<file path="src/rtl/br1d_pkg.sv">
`default_nettype none

package br1d_pkg;

    typedef enum logic [3:0] {
        PH_CONTROL = 4'b0001,
        PH_LITERAL = 4'b0010,
        PH_REPEAT  = 4'b0100,
        PH_STOPPED = 4'b1000
    } t_phase;

    localparam logic [1:0] ERR_NONE   = 2'd0;
    localparam logic [1:0] ERR_RUN    = 2'd1;
    localparam logic [1:0] ERR_SHORT  = 2'd2;
    localparam logic [1:0] ERR_CONFIG = 2'd3;

    localparam logic [1:0] CFG_MODE   = 2'd0;
    localparam logic [1:0] CFG_PLANES = 2'd1;
    localparam logic [1:0] CFG_WIDTH  = 2'd2;
    localparam logic [1:0] CFG_HEIGHT = 2'd3;

    localparam logic [7:0]  MODE_RAW       = 8'd0;
    localparam logic [7:0]  MODE_BYTERUN1  = 8'd1;
    localparam logic [7:0]  MODE_RST       = 8'd1;
    localparam logic [7:0]  PLANES_RST     = 8'd4;
    localparam logic [15:0] WIDTH_RST      = 16'd320;
    localparam logic [15:0] HEIGHT_RST     = 16'd200;

    localparam logic [7:0] CTRL_NOOP = 8'h80;

    typedef struct packed {
        logic [7:0] body_byte;
        logic       last;
        logic [7:0] ctrl_cnt;
        logic       is_noop;
        logic       is_rep;
    } t_item;

    typedef struct packed {
        logic [7:0] data_byte;
        logic [7:0] run_length;
        logic       final_res;
        logic [1:0] status;
    } t_result;

    typedef struct packed {
        logic ok;
        logic raw;
    } t_cfg_flags;

endpackage

`default_nettype wire

</file>
<file path="src/rtl/br1d_fifo.sv">
`default_nettype none

module br1d_fifo #(
    parameter int WIDTH = 8,
    parameter int DEPTH = 2
) (
    input  wire logic             i_clk,
    input  wire logic             i_rst_n,
    input  wire logic             i_push,
    input  wire logic [WIDTH-1:0] i_wdata,
    input  wire logic             i_pop,
    output logic      [WIDTH-1:0] o_rdata,
    output logic                  o_full,
    output logic                  o_empty
);

    localparam int AW = (DEPTH > 1) ? $clog2(DEPTH) : 1;
    localparam int CW = $clog2(DEPTH + 1);

    logic [WIDTH-1:0] r_mem [DEPTH];
    logic [AW-1:0]    r_wr_ptr;
    logic [AW-1:0]    r_rd_ptr;
    logic [CW-1:0]    r_count;
    logic             do_push;
    logic             do_pop;

    assign o_full  = (r_count == CW'(DEPTH));
    assign o_empty = (r_count == '0);
    assign do_push = i_push && !o_full;
    assign do_pop  = i_pop && !o_empty;
    assign o_rdata = r_mem[r_rd_ptr];

    always_ff @(posedge i_clk) begin
        if (do_push) begin
            r_mem[r_wr_ptr] <= i_wdata;
        end
    end

    always_ff @(posedge i_clk) begin
        if (!i_rst_n) begin
            r_wr_ptr <= '0;
            r_rd_ptr <= '0;
            r_count  <= '0;
        end else begin
            if (do_push) begin
                r_wr_ptr <= (r_wr_ptr == AW'(DEPTH - 1)) ? '0 : r_wr_ptr + AW'(1);
            end
            if (do_pop) begin
                r_rd_ptr <= (r_rd_ptr == AW'(DEPTH - 1)) ? '0 : r_rd_ptr + AW'(1);
            end
            if (do_push && !do_pop) begin
                r_count <= r_count + CW'(1);
            end else if (do_pop && !do_push) begin
                r_count <= r_count - CW'(1);
            end
        end
    end

endmodule

`default_nettype wire

</file>
<file path="src/rtl/br1d_front.sv">
`default_nettype none

module br1d_front
    import br1d_pkg::*;
(
    input  wire logic       i_push,
    input  wire logic [7:0] i_body_byte,
    input  wire logic       i_last,
    input  wire logic       i_q_full,
    output logic            o_full,
    output logic            o_q_push,
    output t_item           o_item
);

    // A control byte n gives n+1 literals or a run of 1-n bytes, both modulo 256.
    always_comb begin
        o_item.body_byte = i_body_byte;
        o_item.last      = i_last;
        o_item.ctrl_cnt  = i_body_byte[7] ? (8'd1 - i_body_byte) : (i_body_byte + 8'd1);
        o_item.is_noop   = (i_body_byte == CTRL_NOOP);
        o_item.is_rep    = i_body_byte[7] && (i_body_byte != CTRL_NOOP);
    end

    assign o_full   = i_q_full;
    assign o_q_push = i_push && !i_q_full;

endmodule

`default_nettype wire

</file>
<file path="src/rtl/br1d_back.sv">
`default_nettype none

module br1d_back
    import br1d_pkg::*;
#(
    parameter int CW = 16
) (
    input  wire logic          i_clk,
    input  wire logic          i_rst_n,
    input  wire t_item         i_item,
    input  wire logic          i_item_valid,
    output logic               o_item_pop,
    input  wire t_cfg_flags    i_cfg,
    input  wire logic [CW-1:0] i_expect,
    input  wire logic          i_res_full,
    output logic               o_res_push,
    output t_result            o_res
);

    localparam int WW = (CW > 8) ? CW : 8;

    t_phase        r_phase;
    t_phase        n_phase;
    logic [7:0]    r_run_left;
    logic [7:0]    n_run_left;
    logic [CW-1:0] r_bw;
    logic [CW-1:0] n_bw;
    logic [1:0]    r_err;
    logic [1:0]    n_err;

    logic [CW-1:0] room;
    logic [CW-1:0] bw_inc;
    logic [WW-1:0] rep_len;
    logic [7:0]    val;
    logic [7:0]    len;
    logic [1:0]    status;
    logic          raised;
    logic          do_step;

    always_comb begin
        n_phase    = r_phase;
        n_run_left = r_run_left;
        n_bw       = r_bw;
        n_err      = r_err;
        val        = '0;
        len        = '0;
        status     = ERR_NONE;
        raised     = 1'b0;
        room       = (r_bw >= i_expect) ? '0 : i_expect - r_bw;
        bw_inc     = r_bw + CW'(1);
        rep_len    = (WW'(r_run_left) > WW'(room)) ? WW'(room) : WW'(r_run_left);

        if (r_err == ERR_NONE && r_phase != PH_STOPPED) begin
            if (!i_cfg.ok) begin
                n_err   = ERR_CONFIG;
                n_phase = PH_STOPPED;
                raised  = 1'b1;
            end else if (room == '0) begin
                n_phase = PH_STOPPED;
            end else if (i_cfg.raw) begin
                val  = i_item.body_byte;
                len  = 8'd1;
                n_bw = bw_inc;
                if (bw_inc >= i_expect) begin
                    n_phase = PH_STOPPED;
                end
            end else begin
                case (r_phase)
                    PH_CONTROL: begin
                        if (!i_item.is_noop) begin
                            if (WW'(i_item.ctrl_cnt) > WW'(room)) begin
                                n_err   = ERR_RUN;
                                n_phase = PH_STOPPED;
                                raised  = 1'b1;
                            end else begin
                                n_run_left = i_item.ctrl_cnt;
                                n_phase    = i_item.is_rep ? PH_REPEAT : PH_LITERAL;
                            end
                        end
                    end
                    PH_LITERAL: begin
                        val        = i_item.body_byte;
                        len        = 8'd1;
                        n_bw       = bw_inc;
                        n_run_left = (r_run_left != '0) ? r_run_left - 8'd1 : '0;
                        if (n_run_left == '0) begin
                            n_phase = PH_CONTROL;
                        end
                        if (bw_inc >= i_expect) begin
                            n_phase = PH_STOPPED;
                        end
                    end
                    PH_REPEAT: begin
                        val        = i_item.body_byte;
                        len        = rep_len[7:0];
                        n_bw       = r_bw + rep_len[CW-1:0];
                        n_run_left = '0;
                        n_phase    = (n_bw >= i_expect) ? PH_STOPPED : PH_CONTROL;
                    end
                    default: begin
                        n_phase = PH_STOPPED;
                    end
                endcase
            end
        end

        if (i_item.last) begin
            if (n_err == ERR_NONE && !i_cfg.raw &&
                (n_phase == PH_LITERAL || n_phase == PH_REPEAT)) begin
                n_err  = ERR_RUN;
                raised = 1'b1;
            end
            if (n_err != ERR_NONE) begin
                status = n_err;
            end else if (!i_cfg.ok) begin
                status = ERR_CONFIG;
            end else if (n_bw != i_expect) begin
                status = ERR_SHORT;
            end else begin
                status = ERR_NONE;
            end
        end

        if (raised) begin
            val = '0;
            len = '0;
        end
    end

    assign do_step    = i_item_valid && !i_res_full;
    assign o_item_pop = do_step;
    assign o_res_push = do_step && ((len != '0) || i_item.last);

    always_comb begin
        o_res.data_byte  = val;
        o_res.run_length = len;
        o_res.final_res  = i_item.last;
        o_res.status     = status;
    end

    always_ff @(posedge i_clk) begin
        if (!i_rst_n) begin
            r_phase    <= PH_CONTROL;
            r_run_left <= '0;
            r_bw       <= '0;
            r_err      <= ERR_NONE;
        end else if (do_step) begin
            if (i_item.last) begin
                r_phase    <= PH_CONTROL;
                r_run_left <= '0;
                r_bw       <= '0;
                r_err      <= ERR_NONE;
            end else begin
                r_phase    <= n_phase;
                r_run_left <= n_run_left;
                r_bw       <= n_bw;
                r_err      <= n_err;
            end
        end
    end

endmodule

`default_nettype wire

</file>
<file path="src/rtl/byterun1_body_decoder.sv">
// Byte-serial ByteRun1 (PackBits) body decoder.
// The input channel takes one body byte per transaction (push while full is
// low), with i_last set on the final byte of a body. The result channel
// offers the oldest result while empty is low; pop takes it. A result is a
// decoded byte with a repeat count (a literal has count 1, a run up to 128),
// and the byte flagged last always yields a result carrying the final status.
// Control bytes and ignored bytes yield no result unless flagged last.
// Configuration registers (mode, plane count, width, height) are written
// through i_cfg_we/i_cfg_index/i_cfg_data; the user is to write them only
// while no transaction is pending, which the block does not enforce.
// Throughput is one byte per cycle while the result queue is not full. A
// byte is registered in the input queue, decoded combinationally in the
// decode stage, and its result is registered in the result queue before
// it reaches the result ports. A stalled receiver fills the result queue,
// which halts the decode stage, then fills the input queue and raises full.
// Synchronous reset empties both queues, clears the decode state and loads
// the default configuration (ByteRun1, 4 planes, 320 by 200).

`default_nettype none

module byterun1_body_decoder
    import br1d_pkg::*;
#(
    parameter int SCREEN_WIDTH    = 320,
    parameter int SCREEN_HEIGHT   = 200,
    parameter int MAX_PLANE_COUNT = 8,
    parameter int QUEUE_DEPTH     = 2
) (
    input  wire logic        i_clk,
    input  wire logic        i_rst_n,
    input  wire logic        i_cfg_we,
    input  wire logic [1:0]  i_cfg_index,
    input  wire logic [15:0] i_cfg_data,
    input  wire logic        push,
    output logic             full,
    input  wire logic [7:0]  i_body_byte,
    input  wire logic        i_last,
    output logic             empty,
    input  wire logic        pop,
    output logic      [7:0]  o_data_byte,
    output logic      [7:0]  o_run_length,
    output logic             o_final_res,
    output logic      [1:0]  o_status
);

    localparam int ROW_BYTES   = ((SCREEN_WIDTH + 15) >> 4) * 2;
    localparam int PLANE_BYTES = ROW_BYTES * SCREEN_HEIGHT;
    localparam int MAX_BYTES   = PLANE_BYTES * MAX_PLANE_COUNT;
    localparam int CW          = $clog2(MAX_BYTES + 1);
    localparam int PW          = $clog2(MAX_PLANE_COUNT + 1);

    logic [7:0]    r_mode;
    logic [7:0]    r_planes;
    logic [15:0]   r_width;
    logic [15:0]   r_height;
    t_cfg_flags    r_cfg;
    logic [CW-1:0] r_expect;

    t_item   item_in;
    t_item   item_out;
    logic    q_push;
    logic    q_full;
    logic    q_empty;
    logic    q_pop;
    t_result res_in;
    t_result res_out;
    logic    res_push;
    logic    res_full;

    always_ff @(posedge i_clk) begin
        if (!i_rst_n) begin
            r_mode   <= MODE_RST;
            r_planes <= PLANES_RST;
            r_width  <= WIDTH_RST;
            r_height <= HEIGHT_RST;
        end else if (i_cfg_we) begin
            case (i_cfg_index)
                CFG_MODE:   r_mode   <= i_cfg_data[7:0];
                CFG_PLANES: r_planes <= i_cfg_data[7:0];
                CFG_WIDTH:  r_width  <= i_cfg_data;
                CFG_HEIGHT: r_height <= i_cfg_data;
                default:    r_mode   <= r_mode;
            endcase
        end
    end

    always_ff @(posedge i_clk) begin
        r_cfg.ok  <= (r_mode == MODE_RAW || r_mode == MODE_BYTERUN1) &&
                     (r_planes != 8'd0) && (r_planes <= 8'(MAX_PLANE_COUNT)) &&
                     (r_width == 16'(SCREEN_WIDTH)) && (r_height == 16'(SCREEN_HEIGHT));
        r_cfg.raw <= (r_mode == MODE_RAW);
        r_expect  <= CW'(PLANE_BYTES) * CW'(r_planes[PW-1:0]);
    end

    br1d_front u_front (
        .i_push      (push),
        .i_body_byte (i_body_byte),
        .i_last      (i_last),
        .i_q_full    (q_full),
        .o_full      (full),
        .o_q_push    (q_push),
        .o_item      (item_in)
    );

    br1d_fifo #(
        .WIDTH ($bits(t_item)),
        .DEPTH (QUEUE_DEPTH)
    ) u_item_q (
        .i_clk   (i_clk),
        .i_rst_n (i_rst_n),
        .i_push  (q_push),
        .i_wdata (item_in),
        .i_pop   (q_pop),
        .o_rdata (item_out),
        .o_full  (q_full),
        .o_empty (q_empty)
    );

    br1d_back #(
        .CW (CW)
    ) u_back (
        .i_clk        (i_clk),
        .i_rst_n      (i_rst_n),
        .i_item       (item_out),
        .i_item_valid (!q_empty),
        .o_item_pop   (q_pop),
        .i_cfg        (r_cfg),
        .i_expect     (r_expect),
        .i_res_full   (res_full),
        .o_res_push   (res_push),
        .o_res        (res_in)
    );

    br1d_fifo #(
        .WIDTH ($bits(t_result)),
        .DEPTH (QUEUE_DEPTH)
    ) u_res_q (
        .i_clk   (i_clk),
        .i_rst_n (i_rst_n),
        .i_push  (res_push),
        .i_wdata (res_in),
        .i_pop   (pop),
        .o_rdata (res_out),
        .o_full  (res_full),
        .o_empty (empty)
    );

    assign o_data_byte  = res_out.data_byte;
    assign o_run_length = res_out.run_length;
    assign o_final_res  = res_out.final_res;
    assign o_status     = res_out.status;

`ifndef SYNTH
    a_res_no_overflow: assert property (@(posedge i_clk) disable iff (!i_rst_n)
        res_push |-> !res_full)
        else $error("Result pushed into a full result queue.");

    a_empty_result_is_final: assert property (@(posedge i_clk) disable iff (!i_rst_n)
        !empty |-> (o_run_length != 8'd0 || o_final_res))
        else $error("Result without data that is not the final result.");

    a_status_only_final: assert property (@(posedge i_clk) disable iff (!i_rst_n)
        (!empty && !o_final_res) |-> (o_status == ERR_NONE))
        else $error("Nonzero status on a result that is not final.");

    a_no_data_after_full: assert property (@(posedge i_clk) disable iff (!i_rst_n)
        (!empty && o_run_length == 8'd0) |-> (o_data_byte == 8'd0))
        else $error("Result without data carries a data byte.");
`endif

endmodule

`default_nettype wire
</file>
<file path="config.mk">
export PLATFORM = sky130hd
export DESIGN_NAME = byterun1_body_decoder
export DESIGN_NICKNAME = d
export VERILOG_FILES = /design/src/rtl/br1d_pkg.sv /design/src/rtl/br1d_fifo.sv /design/src/rtl/br1d_front.sv /design/src/rtl/br1d_back.sv /design/src/rtl/byterun1_body_decoder.sv
export SDC_FILE = /design/constraint.sdc
export NUM_CORES = 1
export LEC_CHECK = 0
export ABC_AREA = 1
export BUFFER_PORTS_ARGS = -buffer_cell sky130_fd_sc_hd__buf_2
export CORE_UTILIZATION = 47
export DETAILED_ROUTE_END_ITERATION = 7
export GPL_ROUTABILITY_DRIVEN = 0
export PLACE_DENSITY = 0.64
export SYNTH_ARGS = -nofsm -noshare
export SYNTH_HDL_FRONTEND = slang
export SYNTH_SLANG_ARGS = --single-unit
export TNS_END_PERCENT = 20
</file>
<file path="constraint.sdc">
create_clock -name i_clk -period 10.61 [get_ports i_clk]
set_input_delay 1.061 -clock i_clk [delete_from_list [all_inputs] [get_ports i_clk]]
set_output_delay 1.061 -clock i_clk [all_outputs]
set_load 0.005 [all_outputs]
</file>
## Word level (Yosys, flattened, before mapping)

Memory sizes are Yosys's and may differ from the RTL's. A register that Yosys moved wholly into a read port is not among the register bits.
Cells that the tools add are included.

| cells by class | value |
|---|---|
| add/sub/neg operators | 14 |
| multipliers | 1 |
| order comparisons | 6 |
| equality and inequality tests | 21 |
| mux-type cells | 82 |
| reduce and logical (&&, ||, !) cells | 54 |

Operator list:

| cell | count |
|---|---|
| $mux W8 | 20 |
| $mux W16 | 7 |
| $ge A16 B16 Y1 | 3 |
| $mux W4 | 11 |
| $mux W2 | 18 |
| $gt A8 B16 Y1 | 2 |
| $pmux W16 S2 | 1 |
| $pmux W8 S3 | 1 |
| $reduce_bool A8 Y1 | 3 |
| $mux W1 | 21 |
| $logic_and A1 B1 Y1 | 19 |
| $add A16 B1 Y16 const B | 1 |
| $add A16 B16 Y16 | 1 |
| $eq A16 B8 Y1 const B | 1 |
| $eq A16 B9 Y1 const B | 1 |
| $logic_not A16 Y1 | 1 |
| $logic_not A8 Y1 | 2 |
| $ne A16 B16 Y1 | 1 |
| $pmux W8 S2 | 1 |
| $sub A16 B16 Y16 | 1 |
| $pmux W4 S3 | 1 |
| $logic_not A2 Y1 | 5 |
| $mul A7 B4 Y10 const A | 1 |
| $reduce_bool A2 Y1 | 5 |
| 25 further kinds | 50 |

| word-level totals | value |
|---|---|
| bits in registers | 98 |
| RAM bits | 76 |
| input bits | 32 |
| output and inout bits | 21 |
| logic and storage cells | 197 |
| memories kept | 2 |

Memories:

| memory | depth | width | rd ports | clocked after Yosys merged registers in | wr ports | line | text |
|---|---|---|---|---|---|---|---|
| u_item_q.r_mem | 2 | 19 | 1 | 1 | 1 | br1d_fifo.sv:20 | `logic [WIDTH-1:0] r_mem [DEPTH];` |
| u_res_q.r_mem | 2 | 19 | 1 | 1 | 1 | br1d_fifo.sv:20 |  |

## Depth between registers and ports, before layout

| depth | value |
|---|---|
| depth in word-level cells | 26 |
| gate-level depth with buffers | 57 |
| mapped depth without buffers | 56 |

## By module

Synthesis repeated with hierarchy kept, for this count alone.

| second synthesis, totals | value |
|---|---|
| cell total of the unflattened synthesis | 1778 |
| area, all modules | 12962.4 sq um |

Modules (own cells, without submodules):

| module | times used | cells an instance | area each (sq um) | seq. area each (sq um) |
|---|---|---|---|---|
| br1d_back | 1 | 1165 | 6550.0 | 600.6 |
| br1d_fifo | 2 | 97 | 1669.1 | 1241.2 |
| byterun1_body_decoder | 1 | 341 | 2657.5 | 1201.2 |
| br1d_front | 1 | 78 | 416.6 | 0.0 |

## Least setup slack after synthesis

Ideal clock, no wire load.

| path | value |
|---|---|
| path type | reg2reg |
| start | register u_back.r_bw[10] |
| end | memory u_res_q.r_mem[0][0] (netlist name) (enable) |
| setup time | 419 ps |
| arrival time | 7113 ps |
| required time | 10191 ps |
| slack | 3079 ps |
| stages on the path, launching flop included | 51 |
| path buffers | 1 |
| period minus slack after synthesis | 7531 ps |
| path through | dfxtp_1 clkbuf_1 inv_1 ha_1 nand2_2 nor2_4 nand3_1 nand3_1 nand2_4 nor2_1 inv_1 ha_1 inv_1 nor2_1 nor2_1 o21a_1 nor2_1 o21ai_0 (+15 left out) ha_1 nand2_1 nor2_1 nand4_1 nor2_1 a211oi_1 nand3_1 nand3_1 nand2_1 inv_1 nand4_1 nand2_1 nor2_1 nand3_1 nand3_1 nand4_1 nor2_2 nor3_1 |

| between the ends | value |
|---|---|
| word-level cells in the longest chain between the ends | 24 |
| elaborated cells on any way between the ends | 55 |
| those cells by class | 3 x add/sub; 5 x order compare; 2 x eq/ne; 36 x mux; 9 x reduce/logical |

RTL lines:

| what | line | text |
|---|---|---|
| from (decl) | br1d_back.sv:26 | `logic [CW-1:0] r_bw;` |
| from (signal assigned) | br1d_back.sv:156 | `r_bw <= n_bw;` |
| $sub A16 B16 Y16 / $ge A16 B16 Y1 (equally long branches) | br1d_back.sv:49 | `room = (r_bw >= i_expect) ? '0 : i_expect - r_bw;` |
| $mux W16 | br1d_back.sv:49 |  |
| $gt A8 B16 Y1 | br1d_back.sv:51 | `rep_len = (WW'(r_run_left) > WW'(room)) ? WW'(room) : WW'(r_run_left);` |
| $mux W16 | br1d_back.sv:51 |  |
| $add A16 B16 Y16 | br1d_back.sv:96 | `n_bw = r_bw + rep_len[CW-1:0];` |
| $ge A16 B16 Y1 | br1d_back.sv:98 | `n_phase = (n_bw >= i_expect) ? PH_STOPPED : PH_CONTROL;` |
| $mux W4 | br1d_back.sv:98 |  |
| $pmux W4 S3 | br1d_back.sv:68 | `case (r_phase)` |
| (+8 left out) | -- |  |
| $mux W1 | br1d_back.sv:107 | `if (i_item.last) begin` |
| $mux W8 * | br1d_back.sv:124 | `if (raised) begin` |
| $reduce_bool A8 Y1 * | br1d_back.sv:132 | `assign o_res_push = do_step && ((len != '0) \|\| i_item.last);` |
| $logic_or A1 B1 Y1 * | br1d_back.sv:132 |  |
| $logic_and A1 B1 Y1 * | br1d_back.sv:132 |  |
| $logic_and A1 B1 Y1 * | br1d_fifo.sv:29 | `assign do_push = i_push && !o_full;` |
| $mux W1 * | br1d_fifo.sv:34 | `if (do_push) begin` |
| $mux W1 (implied by the code) * | br1d_fifo.sv:35 | `r_mem[r_wr_ptr] <= i_wdata;` |
| to (decl) | br1d_fifo.sv:20 |  |

Mark *: on every way between the ends. The rest lies on a longest branch, timed or not.

## Worst setup path after layout

| path | value |
|---|---|
| start | register u_back.r_bw[7] |
| end | memory u_res_q.r_mem[1][14] (netlist name) (enable) |

The elaborated chain is that of the path after synthesis.

==> impl_metrics.json <==
{
  "vias_per_cell": 5.46,
  "synth_area_leaders": "edfxtp_1, dfxtp_1, nand2_1",
  "final_max_slew_viol_count": 0,
  "placedCellCount": 1949,
  "yosys_most_used_dff": "dfxtp_1",
  "worstPathMaxFanout": 19,
  "fin_area_um2": 13000,
  "yosys_warnings": 0,
  "ys_seq_area_share_pct": 36.1,
  "grt_pass1_wl_um": 52200,
  "setup_viol_count_final": 0,
  "layout_commonest_cell": "nand2_1",
  "grt_usage_pct": 25.7,
  "grt_setup_unrepaired": "no",
  "synth_area_per_cell_um2": 7.41,
  "area_delta_synth_final_pct": 9.92,
  "mostFrequentLayoutCells": "nand2_1, inv_1, nor2_1, dfxtp_1, nand3_1",
  "syn_inst": 1600,
  "rows": 57,
  "cts.sinks": 176,
  "antenna_found_initial": 0,
  "drtPass1Iterations": 7,
  "outcome": "complete, no violations",
  "tritoncts": "built",
  "io-pin-count": 53,
  "wl_per_cell_um": 16.3,
  "grt_pass1_vias": 10100,
  "drive_above_1_share_pct": 10.1,
  "first_iter_violations": 984,
  "slowest_stage": "inv_1",
  "yosysUniqueCellTypes": 54,
  "clk_pin_slew_ps": 80,
  "crit_type": "flip-flop to flip-flop",
  "max-vdd-ir-drop_mv": 0.133,
  "ys_ff_latch": 176,
  "finalSetupTns_ps": 0,
  "synth_top_area_share_pct": 19.2,
  "required_ps": 10680,
  "core-area_um2": 24500,
  "hp-class": "flip-flop to flip-flop",
  "slowest_delay_ps": 570,
  "cts_buffers": 17,
  "async_flop_share_pct": 0,
  "powerDensity_nw_per_um2": 182,
  "syn_area_um2": 11900,
  "overflow": 0,
  "vias": 10800,
  "fin_crit_ps": 7740,
  "root_buffer": "clkbuf_16",
  "worstPathBufferInverterCount": 8,
  "clock_path_buffers": 2,
  "clk_latency_ps": 440,
  "htree_levels": 4,
  "post_cts_resized": 0,
  "ctsHoldBuffers": 0,
  "cts_setup_buffers": 0,
  "n_antenna_cell": 0,
  "die_area_um2": 25900,
  "worst_pin_slew_ps": 1230,
  "relSlewSlack_pct": 18.1,
  "total_power_uw": 2370,
  "fmax_mhz": 129,
  "cp_common_cell": "nand2_1",
  "worst_setup_path_end_kind": "flip-flop",
  "place_area_um2": 12400,
  "port-buffer-count": 52,
  "crit_family": "simple AND/OR/NAND/NOR gates",
  "post-route-period-util_pct": 73.0,
  "ant_nets": 0,
  "die_x_um": 161,
  "leakagePower_uw": 0.00604,
  "layout.nets": 1770,
  "drc": 0,
  "grt_max_degree": 57,
  "cp.arrival_ps": 7810,
  "synth_edf_count": 76,
  "maxCapViolations": 0,
  "hold_violations": 0,
  "wirelength_um": 32400,
  "synth_top_area_cell": "edfxtp_1",
  "fin_util_pct": 53.2,
  "fin_skew_ps": 17.2,
  "die-height_um": 161,
  "crit_path_start_kind": "flip-flop",
  "place.detailed.hpwl_um": 24200,
  "final_cells": 1981,
  "initial_core_util_pct": 48.4
}
-- metrics by stage --
step | hold slack [ps] | worst slack [ps]
after floorplan | 396 | 3080
after global routing | 466 | 2020
after detailed placement | 425 | 2960
final | 437 | 2870
after CTS | 438 | 2930
after global placement | 411 | 3060
-- registers in the layout, indices dropped and copies added, names as in the netlist, 4 cells and up, named ones only --
signal             flops
r_expect              10
r_height              16
r_mode                 8
r_planes               8
r_width               16
u_back.r_bw           16
u_back.r_phase         4
u_back.r_run_left      8
u_item_q.r_mem        38
u_res_q.r_mem         38
-- worst reg2reg max path, delay by kind of cell (launching register included) --
kind            cells  cell delay (ps)
flops               1              500
fa+ha+maj           5             1580
buf+inv             8             1160
simple gates       31             2880
xor+xnor            1              200
compound gates      6             1060
-- cell type report --
type / count / area, um2
Clock buffer: 17 / 425
Timing Repair Buffer: 60 / 320
Sequential cell: 176 / 4280
Tap cell: 324 / 405
Fill cell: 2391 / 11500
Clock inverter: 15 / 198
Multi-Input combinational cell: 1184 / 6630
Inverter: 205 / 779
-- layer usage --
layer	global-route usage (%)	share of wire, %	wire length (um)	vias to the layer above
li1	-	-	-	5409
met1	35.9	46	14700	4968
met2	40.7	45	14600	410
met3	4.60	7.6	2450	39
met4	7.42	1.8	588	0
met5	0	0	0	-
-- synthesized netlist by cell type, types with 8 or more instances --
master / count
inv_1: 190
ha_1: 86
xnor2_1: 9
nand4_1: 35
mux2_2: 19
nand2_1: 366
fa_1: 8
clkbuf_1: 30
inv_2: 9
dfxtp_1: 100
nor4_1: 17
nand3_1: 97
nor2_2: 11
o21ai_0: 96
o21ai_1: 8
nor3_1: 19
o211ai_1: 12
xor2_1: 28
o22ai_1: 8
nor2_1: 190
edfxtp_1: 76
a21oi_1: 95
-- cell families (layout without fill, tap and decap cells) --
logic type | Yosys count | count (layout) | share of synthesized area, %
fa+ha+maj | 94 | 94 | 10.4
xor+xnor | 37 | 37 | 2.73
buf+inv | 246 | 297 | 8.32
other cells | 1 | 7 | 0.0316
compound gates | 254 | 254 | 12.0
simple gates | 771 | 771 | 28.4
mux | 21 | 21 | 1.97
flops | 176 | 176 | 36.1
-- where the power goes --
| group | internal [uW] | total [uW] | switching [uW] |
|---|---|---|---|
| registers | 810 | 879 | 68.3 |
| clock network | 344 | 661 | 317 |
| logic | 278 | 833 | 554 |
| total | 1430 | 2370 | 940 |
-- path summary, 6_finish.rpt --
kind | endpoint | cells past startpoint | startpoint | slack [ps]
min reg2reg | r_cfg[0] | 1 | r_mode[0] | 440
max | u_res_q.r_mem[1][14] | 51 | u_back.r_bw[7] | 2870
max reg2reg | u_res_q.r_mem[1][14] | 51 | u_back.r_bw[7] | 2870
min | r_cfg[0] | 1 | r_mode[0] | 440
Note: power is estimated with default switching activity, not from simulation.
